`src/rtl/swre_pkg.sv`:
```
// Shared types and constants of the RMS envelope unit.
`default_nettype none
package swre_pkg;
	localparam int SAMPLE_BITS = 16;
	localparam int DIFF_BITS   = SAMPLE_BITS + 1;
	localparam int SQ_BITS     = 2 * SAMPLE_BITS;
	localparam int MEAN_BITS   = SQ_BITS;
	localparam int RMS_BITS    = 16;

	localparam logic [7:0] RADIUS_RESET = 8'd250;

	localparam logic CFG_RADIUS = 1'b0;
	localparam logic CFG_OFFSET = 1'b1;

	localparam logic MODE_SAMPLE = 1'b0;
	localparam logic MODE_FLUSH  = 1'b1;

	typedef struct packed {
		logic                          mode;
		logic signed [SAMPLE_BITS-1:0] sample;
	} in_item_t;

	typedef struct packed {
		logic [RMS_BITS-1:0] rms_value;
		logic                last;
	} out_item_t;

	typedef struct packed {
		logic                        is_sample;
		logic signed [DIFF_BITS-1:0] diff;
	} cmd_t;
endpackage
`default_nettype wire

```
`src/rtl/swre_queue.sv`:
```
// Two-entry queue between the input stage and the compute engine.
`default_nettype none
module swre_queue (
	input  logic           clk,
	input  logic           arst_n,
	input  logic           push,
	input  swre_pkg::cmd_t push_item,
	output logic           full,
	input  logic           pop,
	output logic           not_empty,
	output swre_pkg::cmd_t head
);
	swre_pkg::cmd_t slot_q [2];
	logic           wr_q;
	logic           rd_q;
	logic [1:0]     count_q;

	assign full      = (count_q == 2'd2);
	assign not_empty = (count_q != 2'd0);
	assign head      = slot_q[rd_q];

	always_ff @(posedge clk or negedge arst_n) begin
		if (!arst_n) begin
			wr_q    <= 1'b0;
			rd_q    <= 1'b0;
			count_q <= 2'd0;
		end else begin
			if (push) wr_q <= ~wr_q;
			if (pop) rd_q <= ~rd_q;
			case ({push, pop})
				2'b10:   count_q <= count_q + 2'd1;
				2'b01:   count_q <= count_q - 2'd1;
				default: count_q <= count_q;
			endcase
		end
	end

	always_ff @(posedge clk) begin
		if (push) slot_q[wr_q] <= push_item;
	end

`ifndef SYNTHESIS
	a_no_overflow: assert property (@(posedge clk) disable iff (!arst_n)
		full |-> !push) else $error("queue written while full");
	a_no_underflow: assert property (@(posedge clk) disable iff (!arst_n)
		!not_empty |-> !pop) else $error("queue read while empty");
	a_count_range: assert property (@(posedge clk) disable iff (!arst_n)
		count_q != 2'd3) else $error("queue count out of range");
`endif
endmodule
`default_nettype wire

```
`config.mk`:
```
export PLATFORM = sky130hd
export DESIGN_NAME = swre_queue
export DESIGN_NICKNAME = d
export VERILOG_FILES = /design/src/rtl/swre_pkg.sv /design/src/rtl/swre_queue.sv
export SDC_FILE = /design/constraint.sdc
export NUM_CORES = 1
export LEC_CHECK = 0
export CORE_MARGIN = 5
export CORE_UTILIZATION = 40
export DETAILED_ROUTE_END_ITERATION = 10
export DONT_BUFFER_PORTS = 1
export SETUP_SLACK_MARGIN = 0.1
export SYNTH_ARGS = -nofsm -noshare
export SYNTH_HDL_FRONTEND = slang
export SYNTH_SLANG_ARGS = --single-unit
```
`constraint.sdc`:
```
create_clock -name clk -period 2.3 [get_ports clk]
set_input_delay 0.46 -clock clk [delete_from_list [all_inputs] [get_ports clk]]
set_output_delay 0.46 -clock clk [all_outputs]
set_load 0.03 [all_outputs]
```
==> out/metrics.yaml <==
cts:
  cts_tree: "yes"
  clk_path_buf_depth: 2
  path_clk_slew_ns: 0.07
  postCtsSetupBuffers: 0
  post_cts_resized: 0
  cts_num_sinks: 40
  insertion_delay_ns: 0.28
  h-tree-depth: 2
  cts_made_buffers: 5
  postCtsHoldBufs: 1
  clock-root-buffer: "clkbuf_8"
cells_and_area:
  postLayoutCoreUtil_pct: 45.7
  final_common_cell: "edfxtp_1"
  area_delta_synth_final_pct: 9.70
  fill_cells: 333
  final_cells: 130
  finish.instance_area_sq_um: 1680
  multiInputGateArea_sq_um: 322
  layout_common_cells: "edfxtp_1, mux2_4, mux2_2"
  drive_above_1_share_pct: 36.6
  n_antenna_cell: 0
  register_area_sq_um: 1180
  nets: 105
critical_path:
  reg2reg_from: "wr_q"
  worstSetupEndpoint: "head[3]"
  cp_slowest_cell: "mux2_2"
  worstPathRequired_ns: 1.84
  rr_worst_depth: 2
  crit_chain: "buf_4 -> mux2_2"
  worst_setup_path_start_kind: "flop"
  r2r_slack_ns: 0.92
  critPathCaptureType: "output port"
  cp_num_buf_inv: 1
  path_delay_family: "multiplexers"
  startpoint: "rd_q"
  critPathKind: "reg2out"
  critPathMaxStageDelay_ns: 0.45
  cp_num_cells: 2
  worstPathArrival_ns: 1.28
  r2r-end: "slot_q[0][8]"
  path_max_fanout: 9
die:
  initial_core_util_pct: 41.6
  dieArea_sq_um: 5180
  rows: 22
  die_h_um: 72.0
  ios: 42
  core_sq_um: 3690
  die_w_um: 72.0
route:
  drtAntennaViolNets: 0
  top_layer_used: "met4"
  firstDrtPassIters: 3
  drt-vias-per-instance: 4.81
  routed_wl_um: 2260
  drc: 0
  drt-initial-drc-count: 31
  wl_met2_um: 1010
  drt-met1-wl_um: 852
  wl_met3_um: 361
  routedWlPerCell_um: 17.4
  vias: 625
global_routing:
  grt_pass1_vias: 683
  antenna_found_initial: 0
  overflow: 0
  grt_first_pass_wirelength_um: 3530
  grt_max_degree: 19
  grt_usage_pct: 9.58
synth:
  synth_nets: 95
  synth_warnings: 0
  synth_top_area_share_pct: 70.4
  syn_area_sq_um: 1540
  syn_inst: 72
  ys_seq_area_share_pct: 76.9
  yosysTopAreaCell: "edfxtp_1"
  synth-seq-cells: 40
  synth_cell_types: 14
  synth_area_leaders: "edfxtp_1, mux2_4, mux2_2"
  syn_avg_cell_area_sq_um: 21.3
sta:
  layout_min_cycle_time_ns: 1.74
  hold-worst-slack_ns: 0.251
  fin_setup_tns_ns: 0
  setup_violations: 0
  rsz0062_at_grt: "no"
  clock.fmax_ghz: 0.573
  worst_pin_slew_ns: 0.574
  clock_skew_ns: 0.00337
  setup_ws_ns: 0.556
  drv_slew: 0
  post-route-period-util_pct: 75.8
  finalHoldViolations: 0
  maxSlewHeadroom_pct: 61.7
placed_design:
  pre_cts_ws_ns: 0.809
  placement.io_buffers: 0
  placed_cell_area_sq_um: 1600
  place_inst: 122
  routabilityCongestion: 0.628
  dp_hpwl_um: 1650
min_path:
  hold_path_class: "in2reg"
run:
  maxCapViolations: 0
pwr:
  irDropWorstVdd_uv: 593
  leakage_nw: 0.600
  powerDensity_nw_per_um2: 1340
  fin_total_pwr_mw: 2.26
run_status:
  status: "finished, final reports clean"
[worst reg2reg max path, cell delays in order (launching register included)]
cell and delay, ns:
dfrtp_1 0.41, nor2_2 0.40, buf_4 0.28
[how the worst min path moves through the flow]
| stage | startpoint | end | slack [ns] | cells after the start |
|---|---|---|---|---|
| floorplan | arst_n | count_q[0] | 0.16 | 0 |
| global placement | arst_n | wr_q | 0.16 | 0 |
| detailed placement | arst_n | wr_q | 0.16 | 0 |
| CTS | pop | rd_q | 0.24 | 1 |
| global route | push | wr_q | 0.23 | 1 |
| finish | pop | rd_q | 0.25 | 1 |
[sequential cells by signal, indices dropped and copies added (netlist names)]
register and flops:
count_q 2, rd_q 1, slot_q 36, wr_q 1
[where the power goes]
group,switching [mW],internal (mW),total [mW]
Clock,0.209,0.206,0.415
Sequential,0.0567,0.974,1.03
Combinational,0.535,0.277,0.812
[cells in the mapped netlist, drive strengths merged]
library cell / instances
ha: 1
nor2b: 1
xor2: 3
dfrtp: 4
nor2: 2
or2: 1
edfxtp: 36
buf: 2
xnor2: 2
and2: 1
inv: 1
mux2: 18
[final cells by class]
type / count / area share (%)
inverter: 1 / 0.223
multi-input combinational: 29 / 19.1
clock inverter: 1 / 0.297
tap: 48 / 3.57
timing repair buffer: 5 / 2.38
sequential: 40 / 70.1
clock buffer: 6 / 4.31
[logic make-up (layout without fill, tap and decap cells)]
| logic type | Yosys count | in the layout | share of synthesized area [%] |
|---|---|---|---|
| adders and majority gates | 1 | 1 | 0.815 |
| DFF | 40 | 40 | 76.9 |
| muxes | 18 | 18 | 15.4 |
| and+or+nand+nor | 5 | 5 | 1.71 |
| buffers and inverters | 3 | 13 | 2.28 |
| xor gates and xnor gates | 5 | 5 | 2.85 |
[per-layer routing]
metal  up-vias  global-route usage (%)
met4         0                    3.76
met3         6                    8.59
li1        287                       -
met5         -                       0
met2        37                    14.1
met1       295                    9.62
No activity file was read; power rests on OpenSTA's default activity.
