`src/rtl/swre_pkg.sv`:
```
// Shared types and constants of the RMS envelope unit.
`default_nettype none
package swre_pkg;
	localparam int SAMPLE_BITS = 16;
	localparam int DIFF_BITS   = SAMPLE_BITS + 1;
	localparam int SQ_BITS     = 2 * SAMPLE_BITS;
	localparam int MEAN_BITS   = SQ_BITS;
	localparam int RMS_BITS    = 16;

	localparam logic [7:0] RADIUS_RESET = 8'd250;

	localparam logic CFG_RADIUS = 1'b0;
	localparam logic CFG_OFFSET = 1'b1;

	localparam logic MODE_SAMPLE = 1'b0;
	localparam logic MODE_FLUSH  = 1'b1;

	typedef struct packed {
		logic                          mode;
		logic signed [SAMPLE_BITS-1:0] sample;
	} in_item_t;

	typedef struct packed {
		logic [RMS_BITS-1:0] rms_value;
		logic                last;
	} out_item_t;

	typedef struct packed {
		logic                        is_sample;
		logic signed [DIFF_BITS-1:0] diff;
	} cmd_t;
endpackage
`default_nettype wire

```
`src/rtl/swre_front.sv`:
```
// Input stage: accepts items, removes the baseline and classifies them.
`default_nettype none
module swre_front (
	input  logic                                  clk,
	input  logic                                  arst_n,
	input  logic                                  in_valid,
	output logic                                  in_stall,
	input  swre_pkg::in_item_t                    in_item,
	input  logic signed [swre_pkg::SAMPLE_BITS-1:0] offset,
	output logic                                  cmd_valid,
	input  logic                                  cmd_full,
	output swre_pkg::cmd_t                        cmd
);
	logic           fr_valid_q;
	swre_pkg::cmd_t fr_q;
	logic           fr_move;

	assign fr_move   = fr_valid_q && !cmd_full;
	assign in_stall  = fr_valid_q && cmd_full;
	assign cmd_valid = fr_valid_q;
	assign cmd       = fr_q;

	always_ff @(posedge clk or negedge arst_n) begin
		if (!arst_n) begin
			fr_valid_q <= 1'b0;
		end else if (in_valid && !in_stall) begin
			fr_valid_q <= 1'b1;
		end else if (fr_move) begin
			fr_valid_q <= 1'b0;
		end
	end

	always_ff @(posedge clk) begin
		if (in_valid && !in_stall) begin
			fr_q.is_sample <= (in_item.mode == swre_pkg::MODE_SAMPLE);
			fr_q.diff      <= swre_pkg::DIFF_BITS'(in_item.sample)
				- swre_pkg::DIFF_BITS'(offset);
		end
	end
endmodule
`default_nettype wire

```
`config.mk`:
```
export PLATFORM = sky130hd
export DESIGN_NAME = swre_front
export DESIGN_NICKNAME = d
export VERILOG_FILES = /design/src/rtl/swre_pkg.sv /design/src/rtl/swre_front.sv
export SDC_FILE = /design/constraint.sdc
export NUM_CORES = 1
export LEC_CHECK = 0
export BUFFER_PORTS_ARGS = -buffer_cell sky130_fd_sc_hd__buf_2
export CAP_MARGIN = 20
export CELL_PAD_IN_SITES_DETAIL_PLACEMENT = 1
export CELL_PAD_IN_SITES_GLOBAL_PLACEMENT = 2
export CORE_MARGIN = 1
export CORE_UTILIZATION = 31
export DETAILED_ROUTE_END_ITERATION = 16
export GPL_TIMING_DRIVEN = 0
export PLACE_DENSITY = 0.83
export SLEW_MARGIN = 0
export SYNTH_ARGS = -nofsm -noshare
export SYNTH_HDL_FRONTEND = slang
export SYNTH_SLANG_ARGS = --single-unit
```
`constraint.sdc`:
```
create_clock -name clk -period 3.3 [get_ports clk]
set_clock_uncertainty 0.1 [all_clocks]
set_input_delay 0 -clock clk [delete_from_list [all_inputs] [get_ports clk]]
set_output_delay 0 -clock clk [all_outputs]
set_load 0.005 [all_outputs]
```
==> results.md, run 1 <==
* Fill cells at 539
* Hold Path Cell Cnt at 3
* Post-synthesis simple-gate area fraction at 0.165
* Largest fanout on the critical path at 4
* Vias in the first global route at 1345
* Maxcap violations at 0
* Starting density of the core at 0.334
* Core Util, Final at 0.430
* Final #Nets at 277
* Reg2reg start: cmd_valid
* Via density at 4.86
* Hold EP: cmd[0]
* Most frequent cells after synthesis: inv_1 (23), edfxtp_1 (18), ha_1 (16)
* Mux contribution to synthesized area at 0.0200
* WL/cell at 12.6 um
* Die ar. at 5140 um2
* Clock Latency Late Sink at 0.25 ns
* Routing usage on met3 at 0.0169
* Worst Path Required at 3.21 ns
* Post-synth EDFFs at 18
* Seq/Total Area, Yosys at 0.376
* Worst IR Drop VDD at 167 uV
* Chip Width at 71.7 um
* Largest net degree at the start of global routing at 19
* CTS resizes at 0
* Final TNS setup at 0 ns
* Mapped Area at 1510 um2
* Final Critical Period at 1.86 ns
* Synthesis Warnings at 0
* Compound-Gate Fraction of Synth Area at 0.187
* Pwr/cell area at 365 nW/um2
* Top-count cell post-synth: inv_1
* Mapped Cells at 158
* Grt total ovfl at 0
* Crit end category: register
* I/O Buffers at 56
* Met2 GRT Util at 0.257
* Design Power at 0.000708 W
* Layout cell share with drive strength beyond 1 at 0.306
* Synth top area share at 0.359
* DRT iter0 DRCs at 34
* DRT Pass-1 Iters at 10
* CP startpoint kind: primary input
* Delay-heaviest family, CP: compound AO/OA/AOI/OAI gates
* First-pass GRT wire length at 5980 um
* Tightest Pin Transition at 0.988 ns
* Cell type with the largest total area after synthesis: edfxtp_1
* Worst Path Arrival at 1.77 ns
* Worst rel slew slack at 0.338
* Finished Layout Cells at 274
* Slew Viols, Final at 0
* Final HPWL DP at 2750 um
* WP depth at 8
* GRT met1 Usage at 0.192
* # diodes at 0
* Final setup viols at 0
* CP cell instances: buf_2 > ha_1 > fa_1 > nor2b_1 > o2111ai_2 > a21oi_2 > a2111oi_2 > a22o_1
* Area grow syn2layout at 28.8%
* Post-Syn Nets at 212
* Final Cycle Share at 0.564
* CP max stage delay at 0.40 ns
* Core Area at 4500 um2
* Hold Crit Start: offset[0]
* Via Count at 1333
* CTS tree: built
* FP Rows at 24
* Clk root buf: clkbuf_8
* H-Tree Depth at 1
* Worst r2r path cells at 2
* Status: finished, violations left
* Synth Area in Adders at 0.146
* DP Worst Slack at 1.16 ns
* Dpl cells at 266
* Total track usage at 0.145
* FF+latch count, synth at 19
* Buf/Inv on CP at 1
* Multi-input gate area at 852 um2
* CTS clk-pin slew, worst paths at 0.07 ns
* Clock sink count at 19
* Unrepaired setup endpoints after global routing: false
* Synth async-reset ratio at 0.0526
* Final Routed Wirelength at 3450 um
* Slowest cell on crit path: fa_1
* Critical path type: primary input to register
* Largest family of logic cells by synthesized area: compound AO/OA/AOI/OAI gates
* Setup Buffers After CTS at 0
* Final WS setup at 1.44 ns
* Violated checks: DRC
* Antenna violations before repair at 0
* CTS Buffer Depth at 2
* Worst reg2reg setup slack at 1.48 ns
* Reg area at 566 um2
* Top cells by area, synth: edfxtp_1 (36%), ha_1 (13%), inv_1 (5.7%)
* Routed Antenna Nets at 0
* Gpl congestion at 0.775
* Die height at 71.7 um
* Fmax at 0.537 GHz
* DRC Markers at 1
* Cts bufs inserted at 3
* Top_reg_cell synth: edfxtp_1
* Final hold violation count at 0
* LEAKAGE at 0.916 nW
* Min-Delay Path Class: primary input to register
* Synth Area in XOR/XNOR at 0.0466
* I/O pin cnt at 57
* Count of different cell masters after synthesis at 41
* Syn avg cell area at 9.53 um2
* Worst R2R End: cmd[16]
* GR peak layer: met2
==> sequential cells by signal, indices dropped and copies added, names as in the netlist <==
register	count
cmd	18
cmd_valid	1
==> tightest hold or removal path, delay by kind of cell <==
kind | cells | cell delay (ns)
buf+inv | 2 | 0.11
fa+ha+maj | 1 | 0.12
==> metal layers <==
| metal | vias to the layer above | wire, um |
|---|---|---|
| met5 | - | 0 |
| met1 | 603 | 1750 |
| met2 | 31 | 1580 |
| met4 | 0 | 1 |
| met3 | 2 | 123 |
| li1 | 697 | - |
==> through the flow <==
step	hold slack (ns)	cell area, um2
2_1_floorplan	-0.396	1510
3_3_place_gp	-0.324	1850
3_5_place_dp	-0.324	1850
4_1_cts	0.0276	1940
5_1_grt	0.0384	1940
6_report	0.0363	1940
==> worst max-delay path by stage <==
stage | from | to | slack (ns)
2_1_floorplan | cmd_valid | cmd[0] | 1.40
3_3_place_gp | cmd_valid | cmd[7] | 0.99
3_5_place_dp | offset[0] | cmd[16] | 1.16
4_1_cts | offset[0] | cmd[16] | 1.43
5_1_grt | in_item[0] | cmd[16] | 1.33
6_report | offset[0] | cmd[16] | 1.44
==> area by class of cell <==
class | count | share of cell area
Clock buffer | 4 | 0.0232
Inverter | 23 | 0.0445
Sequential cell | 19 | 0.292
Timing Repair Buffer | 60 | 0.165
Tap cell | 52 | 0.0336
Multi-Input combinational cell | 115 | 0.440
Buffer | 1 | 0.00194
==> cell usage in the layout, fill, tap and decap left out, types with 4 or more instances in the layout <==
| cell type | n |
|---|---|
| buf_2 | 56 |
| inv_1 | 23 |
| edfxtp_1 | 18 |
| ha_1 | 16 |
| nor2_1 | 12 |
| nand2_1 | 10 |
| a21oi_1 | 8 |
| xnor2_1 | 6 |
| nand3_1 | 5 |
| o21ai_0 | 4 |
| nor2b_1 | 4 |
| a211oi_1 | 4 |
| nor3_1 | 4 |
| dlygate4sd3_1 | 4 |
==> what timing repair did <==
item / 4_1_cts / 5_1_grt
endpoints found under the hold margin: 3 / 0
hold buffers: 4 / 0
endpoints found under the setup margin: 0 / 0
==> where the power goes <==
part | internal [W] | switching, W | leakage, nW | total, W
Clock | 0.0000857 | 0.0000781 | 0.0228 | 0.000164
Sequential | 0.000300 | 0.00000547 | 0.182 | 0.000306
Combinational | 0.000110 | 0.000128 | 0.711 | 0.000238
==> logic make-up (layout without fill, tap and decap cells) <==
kind of cell / after synthesis / after routing
flops: 19 / 19
xor+xnor: 8 / 8
fa+ha+maj: 17 / 17
buf+inv: 24 / 88
simple gates: 49 / 49
mux: 3 / 3
compound gates: 38 / 38
(Power assumes the default switching activity.)
==> run 2, diff against run 1 <==
- CORE_UTILIZATION: 31 -> 26
- PLACE_DENSITY: 0.83 -> 0.74
- clock period: 3.3 -> 1.6 ns (I/O delays scaled with it)
==> results.md, run 2 (synthesized netlist as in run 1, its figures left out) <==
* Status: complete, no violations
* Clk root buf: clkbuf_8
* Via Count at 1425
* Final hold violation count at 0
* Slew Viols, Final at 0
* Combinational group share of total power at 0.376
* Final Routed Wirelength at 3900 um
* Fill cells at 680
* Final HPWL DP at 2990 um
* Final Cycle Share at 0.999
* Pwr/cell area at 717 nW/um2
* Routed Antenna Nets at 0
* Sequential Power Share at 0.403
* Tightest Pin Transition at 0.416 ns
* Cell internal pwr at 0.00108 W
* Cts bufs inserted at 3
* Critical path type: primary input to register
* Sw Pwr at 0.000484 W
* First-pass GRT wire length at 6410 um
* Worst Path Arrival at 1.51 ns
* Most common cell after layout, fill and taps aside: buf_2
* Post-route cell area at 2190 um2
* CTS clk-pin slew, worst paths at 0.08 ns
* Clock sink count at 19
* Delay-heaviest family, CP: adder cells
* Clk network pwr share at 0.221
* CP cell instances: buf_8 > inv_12 > ha_4 > fa_2 > nor2b_4 > o2111ai_4 > a21oi_4 > mux2i_1 > nand3_1
* DRT Pass-1 Iters at 4
* Crit end category: register
* DRT iter0 DRCs at 37
* Chip Width at 78.1 um
* WP depth at 9
* Worst rel slew slack at 0.722
* Final Critical Period at 1.60 ns
* Antenna violations before repair at 0
* Dpl cells at 286
* Clock Latency Late Sink at 0.26 ns
* Unrepaired setup endpoints after global routing: true
* Die ar. at 6100 um2
* LEAKAGE at 0.984 nW
* Placed Area at 1920 um2
* Buf/Inv on CP at 2
* CTS tree: built
* Core Util, Final at 0.395
* Fmax at 0.626 GHz
* Largest net degree at the start of global routing at 19
* # diodes at 0
* Hold Crit Start: offset[0]
* Largest fanout on the critical path at 4
* CP startpoint kind: primary input
* Slowest cell on crit path: fa_2
* Min-Delay Path Class: primary input to register
* I/O pin cnt at 57
* Total track usage at 0.132
* CP max stage delay at 0.37 ns
* Setup crit start: in_item[0]
* Commonest non-fill, non-tap cells in the layout: buf_2 (54), inv_1 (22), edfxtp_1 (18)
* Final #Nets at 285
* CTS Buffer Depth at 2
* FP Rows at 27
* Worst IR Drop VDD at 278 uV
* Largest register FFs at 18
* Die height at 78.1 um
* Layout cell share with drive strength beyond 1 at 0.404
* Worst r2r path cells at 3
* Hold Path Cell Cnt at 3
* DRC Markers at 0
* Starting density of the core at 0.272
* Gpl congestion at 0.744
* Switching Share at 0.309
* Reg2reg start: cmd_valid
* I/O Buffers at 56
* Vias in the first global route at 1433
* Core Area at 5540 um2
* Finished Layout Cells at 302
* Area grow syn2layout at 45.3%
* Via density at 4.72
* WL/cell at 12.9 um
* Worst Path Required at 1.51 ns
* Grt total ovfl at 0
* Maxcap violations at 0
* Final setup viols at 0
* H-Tree Depth at 1
run 2: power by group through the flow:
stage / Combinational, W / Clock [W] / Sequential (W)
2_1_floorplan: 0.000326 / 0 / 0.000650
3_3_place_gp: 0.000502 / 0 / 0.000642
3_5_place_dp: 0.000510 / 0 / 0.000644
4_1_cts: 0.000561 / 0.000359 / 0.000633
5_1_grt: 0.000664 / 0.000380 / 0.000636
6_report: 0.000590 / 0.000347 / 0.000631
run 2: per-layer routing:
layer | routed length (um) | vias up | global-route usage | share of wire
met2 | 2010 | 32 | 0.240 | 0.52
met3 | 108 | 4 | 0.0116 | 0.028
met5 | 0 | - | 0 | 0
met1 | 1750 | 675 | 0.163 | 0.45
li1 | - | 714 | - | -
met4 | 27 | 0 | 0.0426 | 0.0069
run 2: final timing paths:
check	to	slack, ns
worst max-delay path	cmd[12]	0.002
worst min-delay path	cmd[0]	0.01
worst max register to register	cmd[7]	0.31
worst min register to register	cmd_valid	0.61
max in group asynchronous	cmd_valid	0.84
min in group asynchronous	cmd_valid	0.46
run 2: cell type report:
class	count	area [um2]	share of cell area
Tap cell	72	90.1	0.0412
Clock buffer	4	45.0	0.0206
Inverter	23	98.8	0.0452
Multi-Input combinational cell	115	971	0.444
Sequential cell	19	566	0.259
Timing Repair Buffer	69	417	0.191
run 2: worst min-delay path, delay by kind of cell:
family	cells	cell delay (ns)
fa+ha+maj	1	0.11
buf+inv	2	0.10
run 2: stage by stage:
stage	TNS, ns	worst slack [ns]	hold slack [ns]	power [W]
2_1_floorplan	-0.429	-0.135	-0.396	0.000976
3_3_place_gp	-7.48	-0.520	-0.322	0.00114
3_5_place_dp	-8.07	-0.522	-0.318	0.00115
4_1_cts	-0.0297	-0.0180	0.0387	0.00155
5_1_grt	-0.274	-0.0966	0.00474	0.00168
6_report	0	0.00187	0.0137	0.00157
run 2: what timing repair did:
| action | CTS | global route |
|---|---|---|
| hold buffers | 4 | 0 |
| gates resized for setup | 12 | 9 |
| pin swaps | 5 | 2 |
| hold endpoints to repair | 3 | 0 |
| gates cloned | 0 | 0 |
| endpoints found under the setup margin | 24 | 26 |
| buffers inserted | 4 | 5 |
==> run 3, diff against run 2 <==
- HOLD_SLACK_MARGIN: not set -> 0.15
==> results.md, run 3 (synthesized netlist as in run 1, its figures left out) <==
* Total track usage at 0.136
* Sequential Power Share at 0.399
* Via Count at 1433
* Final Critical Period at 1.60 ns
* CP cell instances: buf_8 > inv_12 > ha_4 > fa_2 > nor2b_4 > o2111ai_4 > a21oi_4 > mux2i_1 > nand3_1
* Layout cell share with drive strength beyond 1 at 0.391
* Maxcap violations at 0
* Final #Nets at 288
* Largest net degree at the start of global routing at 19
* Starting density of the core at 0.272
* Dpl cells at 286
* Area grow syn2layout at 47.8%
* Setup crit start: in_item[0]
* DRT iter0 DRCs at 38
* Final HPWL DP at 2990 um
* Worst rel slew slack at 0.710
* Die ar. at 6100 um2
* Commonest non-fill, non-tap cells in the layout: buf_2 (54), inv_1 (22), edfxtp_1 (18)
* Violated checks: setup timing
* CTS clk-pin slew, worst paths at 0.08 ns
* Final setup viols at 1
* Fmax at 0.624 GHz
* Via density at 4.70
* Clock sink count at 19
* Clk root buf: clkbuf_8
* CP max stage delay at 0.37 ns
* Largest register FFs at 18
* # diodes at 0
* Vias in the first global route at 1468
* Tightest Pin Transition at 0.435 ns
* DP Worst Slack at -0.522 ns
* Sw Pwr at 0.000489 W
* Unrepaired setup endpoints after global routing: true
* Most common cell after layout, fill and taps aside: buf_2
* CTS Buffer Depth at 2
* Core Area at 5540 um2
* Clock Latency Late Sink at 0.26 ns
* Placed Area at 1920 um2
* Switching Share at 0.309
* Cell internal pwr at 0.00109 W
* Die height at 78.1 um
* Clk network pwr share at 0.219
* FP Rows at 27
* Cts bufs inserted at 3
* DRT Pass-1 Iters at 4
* Final WS setup at -0.00291 ns
* WL/cell at 13.1 um
* DRC Markers at 0
* Worst Path Required at 1.51 ns
* Reg2reg start: cmd_valid
* WHS at 0.146 ns
* Delay-heaviest family, CP: adder cells
* Final hold violation count at 0
* Crit end category: register
* Final Routed Wirelength at 3990 um
* Routed Antenna Nets at 0
* Worst Path Arrival at 1.51 ns
* Slowest cell on crit path: fa_2
* Post-route cell area at 2220 um2
* Grt total ovfl at 0
* Slew Viols, Final at 0
* Largest fanout on the critical path at 4
* Antenna violations before repair at 0
* Finished Layout Cells at 305
* Min-Delay Path Class: primary input to register
* Worst IR Drop VDD at 278 uV
* Status: finished, violations left
* First-pass GRT wire length at 6590 um
* I/O pin cnt at 57
* Chip Width at 78.1 um
* CTS tree: built
* Critical path type: primary input to register
* Design Power at 0.00158 W
* I/O Buffers at 56
* LEAKAGE at 0.999 nW
* Pwr/cell area at 712 nW/um2
* Buf/Inv on CP at 2
* H-Tree Depth at 1
* CP startpoint kind: primary input
* Final Cycle Share at 1.00
* Hold Crit Start: in_item[15]
* Combinational group share of total power at 0.382
* Gpl congestion at 0.744
-- run 3: stage by stage --
step / util / TNS (ns)
floorplan: - / -0.429
CTS: 0.388 / -0.0297
finish: 0.402 / -0.00291
global placement: 0.347 / -7.48
global route: 0.402 / -0.291
detailed placement: 0.347 / -8.07
-- run 3: layer usage --
metal,part of all wire,track usage,wire [um],vias to the layer above
met5,0,0,0,-
met3,0.026,0.0116,103,4
met4,0.0068,0.0426,27,0
li1,-,-,-,720
met1,0.45,0.165,1780,677
met2,0.52,0.253,2080,32
-- run 3: power by group through the flow --
stage	clock (W)	sequential, W	combinational [W]
4_1_cts	0.000359	0.000633	0.000575
3_5_place_dp	0	0.000644	0.000510
5_1_grt	0.000380	0.000636	0.000678
3_3_place_gp	0	0.000642	0.000502
2_1_floorplan	0	0.000650	0.000326
6_report	0.000347	0.000631	0.000605
-- run 3: cell type report --
type                       instances  area [um2]
tap                               72        90.1
timing repair buffer              72         449
inverter                          23        98.8
clock buffer                       4        45.0
fill                             677        3320
multi-input combinational        115         976
sequential                        19         566
-- run 3: path summary, 6_finish.rpt --
kind	endpoint	depth (start not counted)	slack [ns]
setup / recovery	cmd[12]	9	-0.003
hold / removal	cmd[16]	3	0.15
setup reg to reg	cmd[7]	3	0.30
hold reg to reg	cmd_valid	2	0.63
max in group asynchronous	cmd_valid	3	0.84
min in group asynchronous	cmd_valid	3	0.46
-- run 3: repair_timing --
action	CTS	global route
buffers inserted	4	4
gates resized for setup	12	9
hold buffers	8	0
pin swaps	5	4
setup endpoints to repair	24	26
hold endpoints to repair	11	0
-- run 3: worst reg2reg max path, stage by stage (launching register included) --
cell and delay [ns]:
dfrtp_1 0.38, and2_1 0.21, nor2b_4 0.14, buf_12 0.17
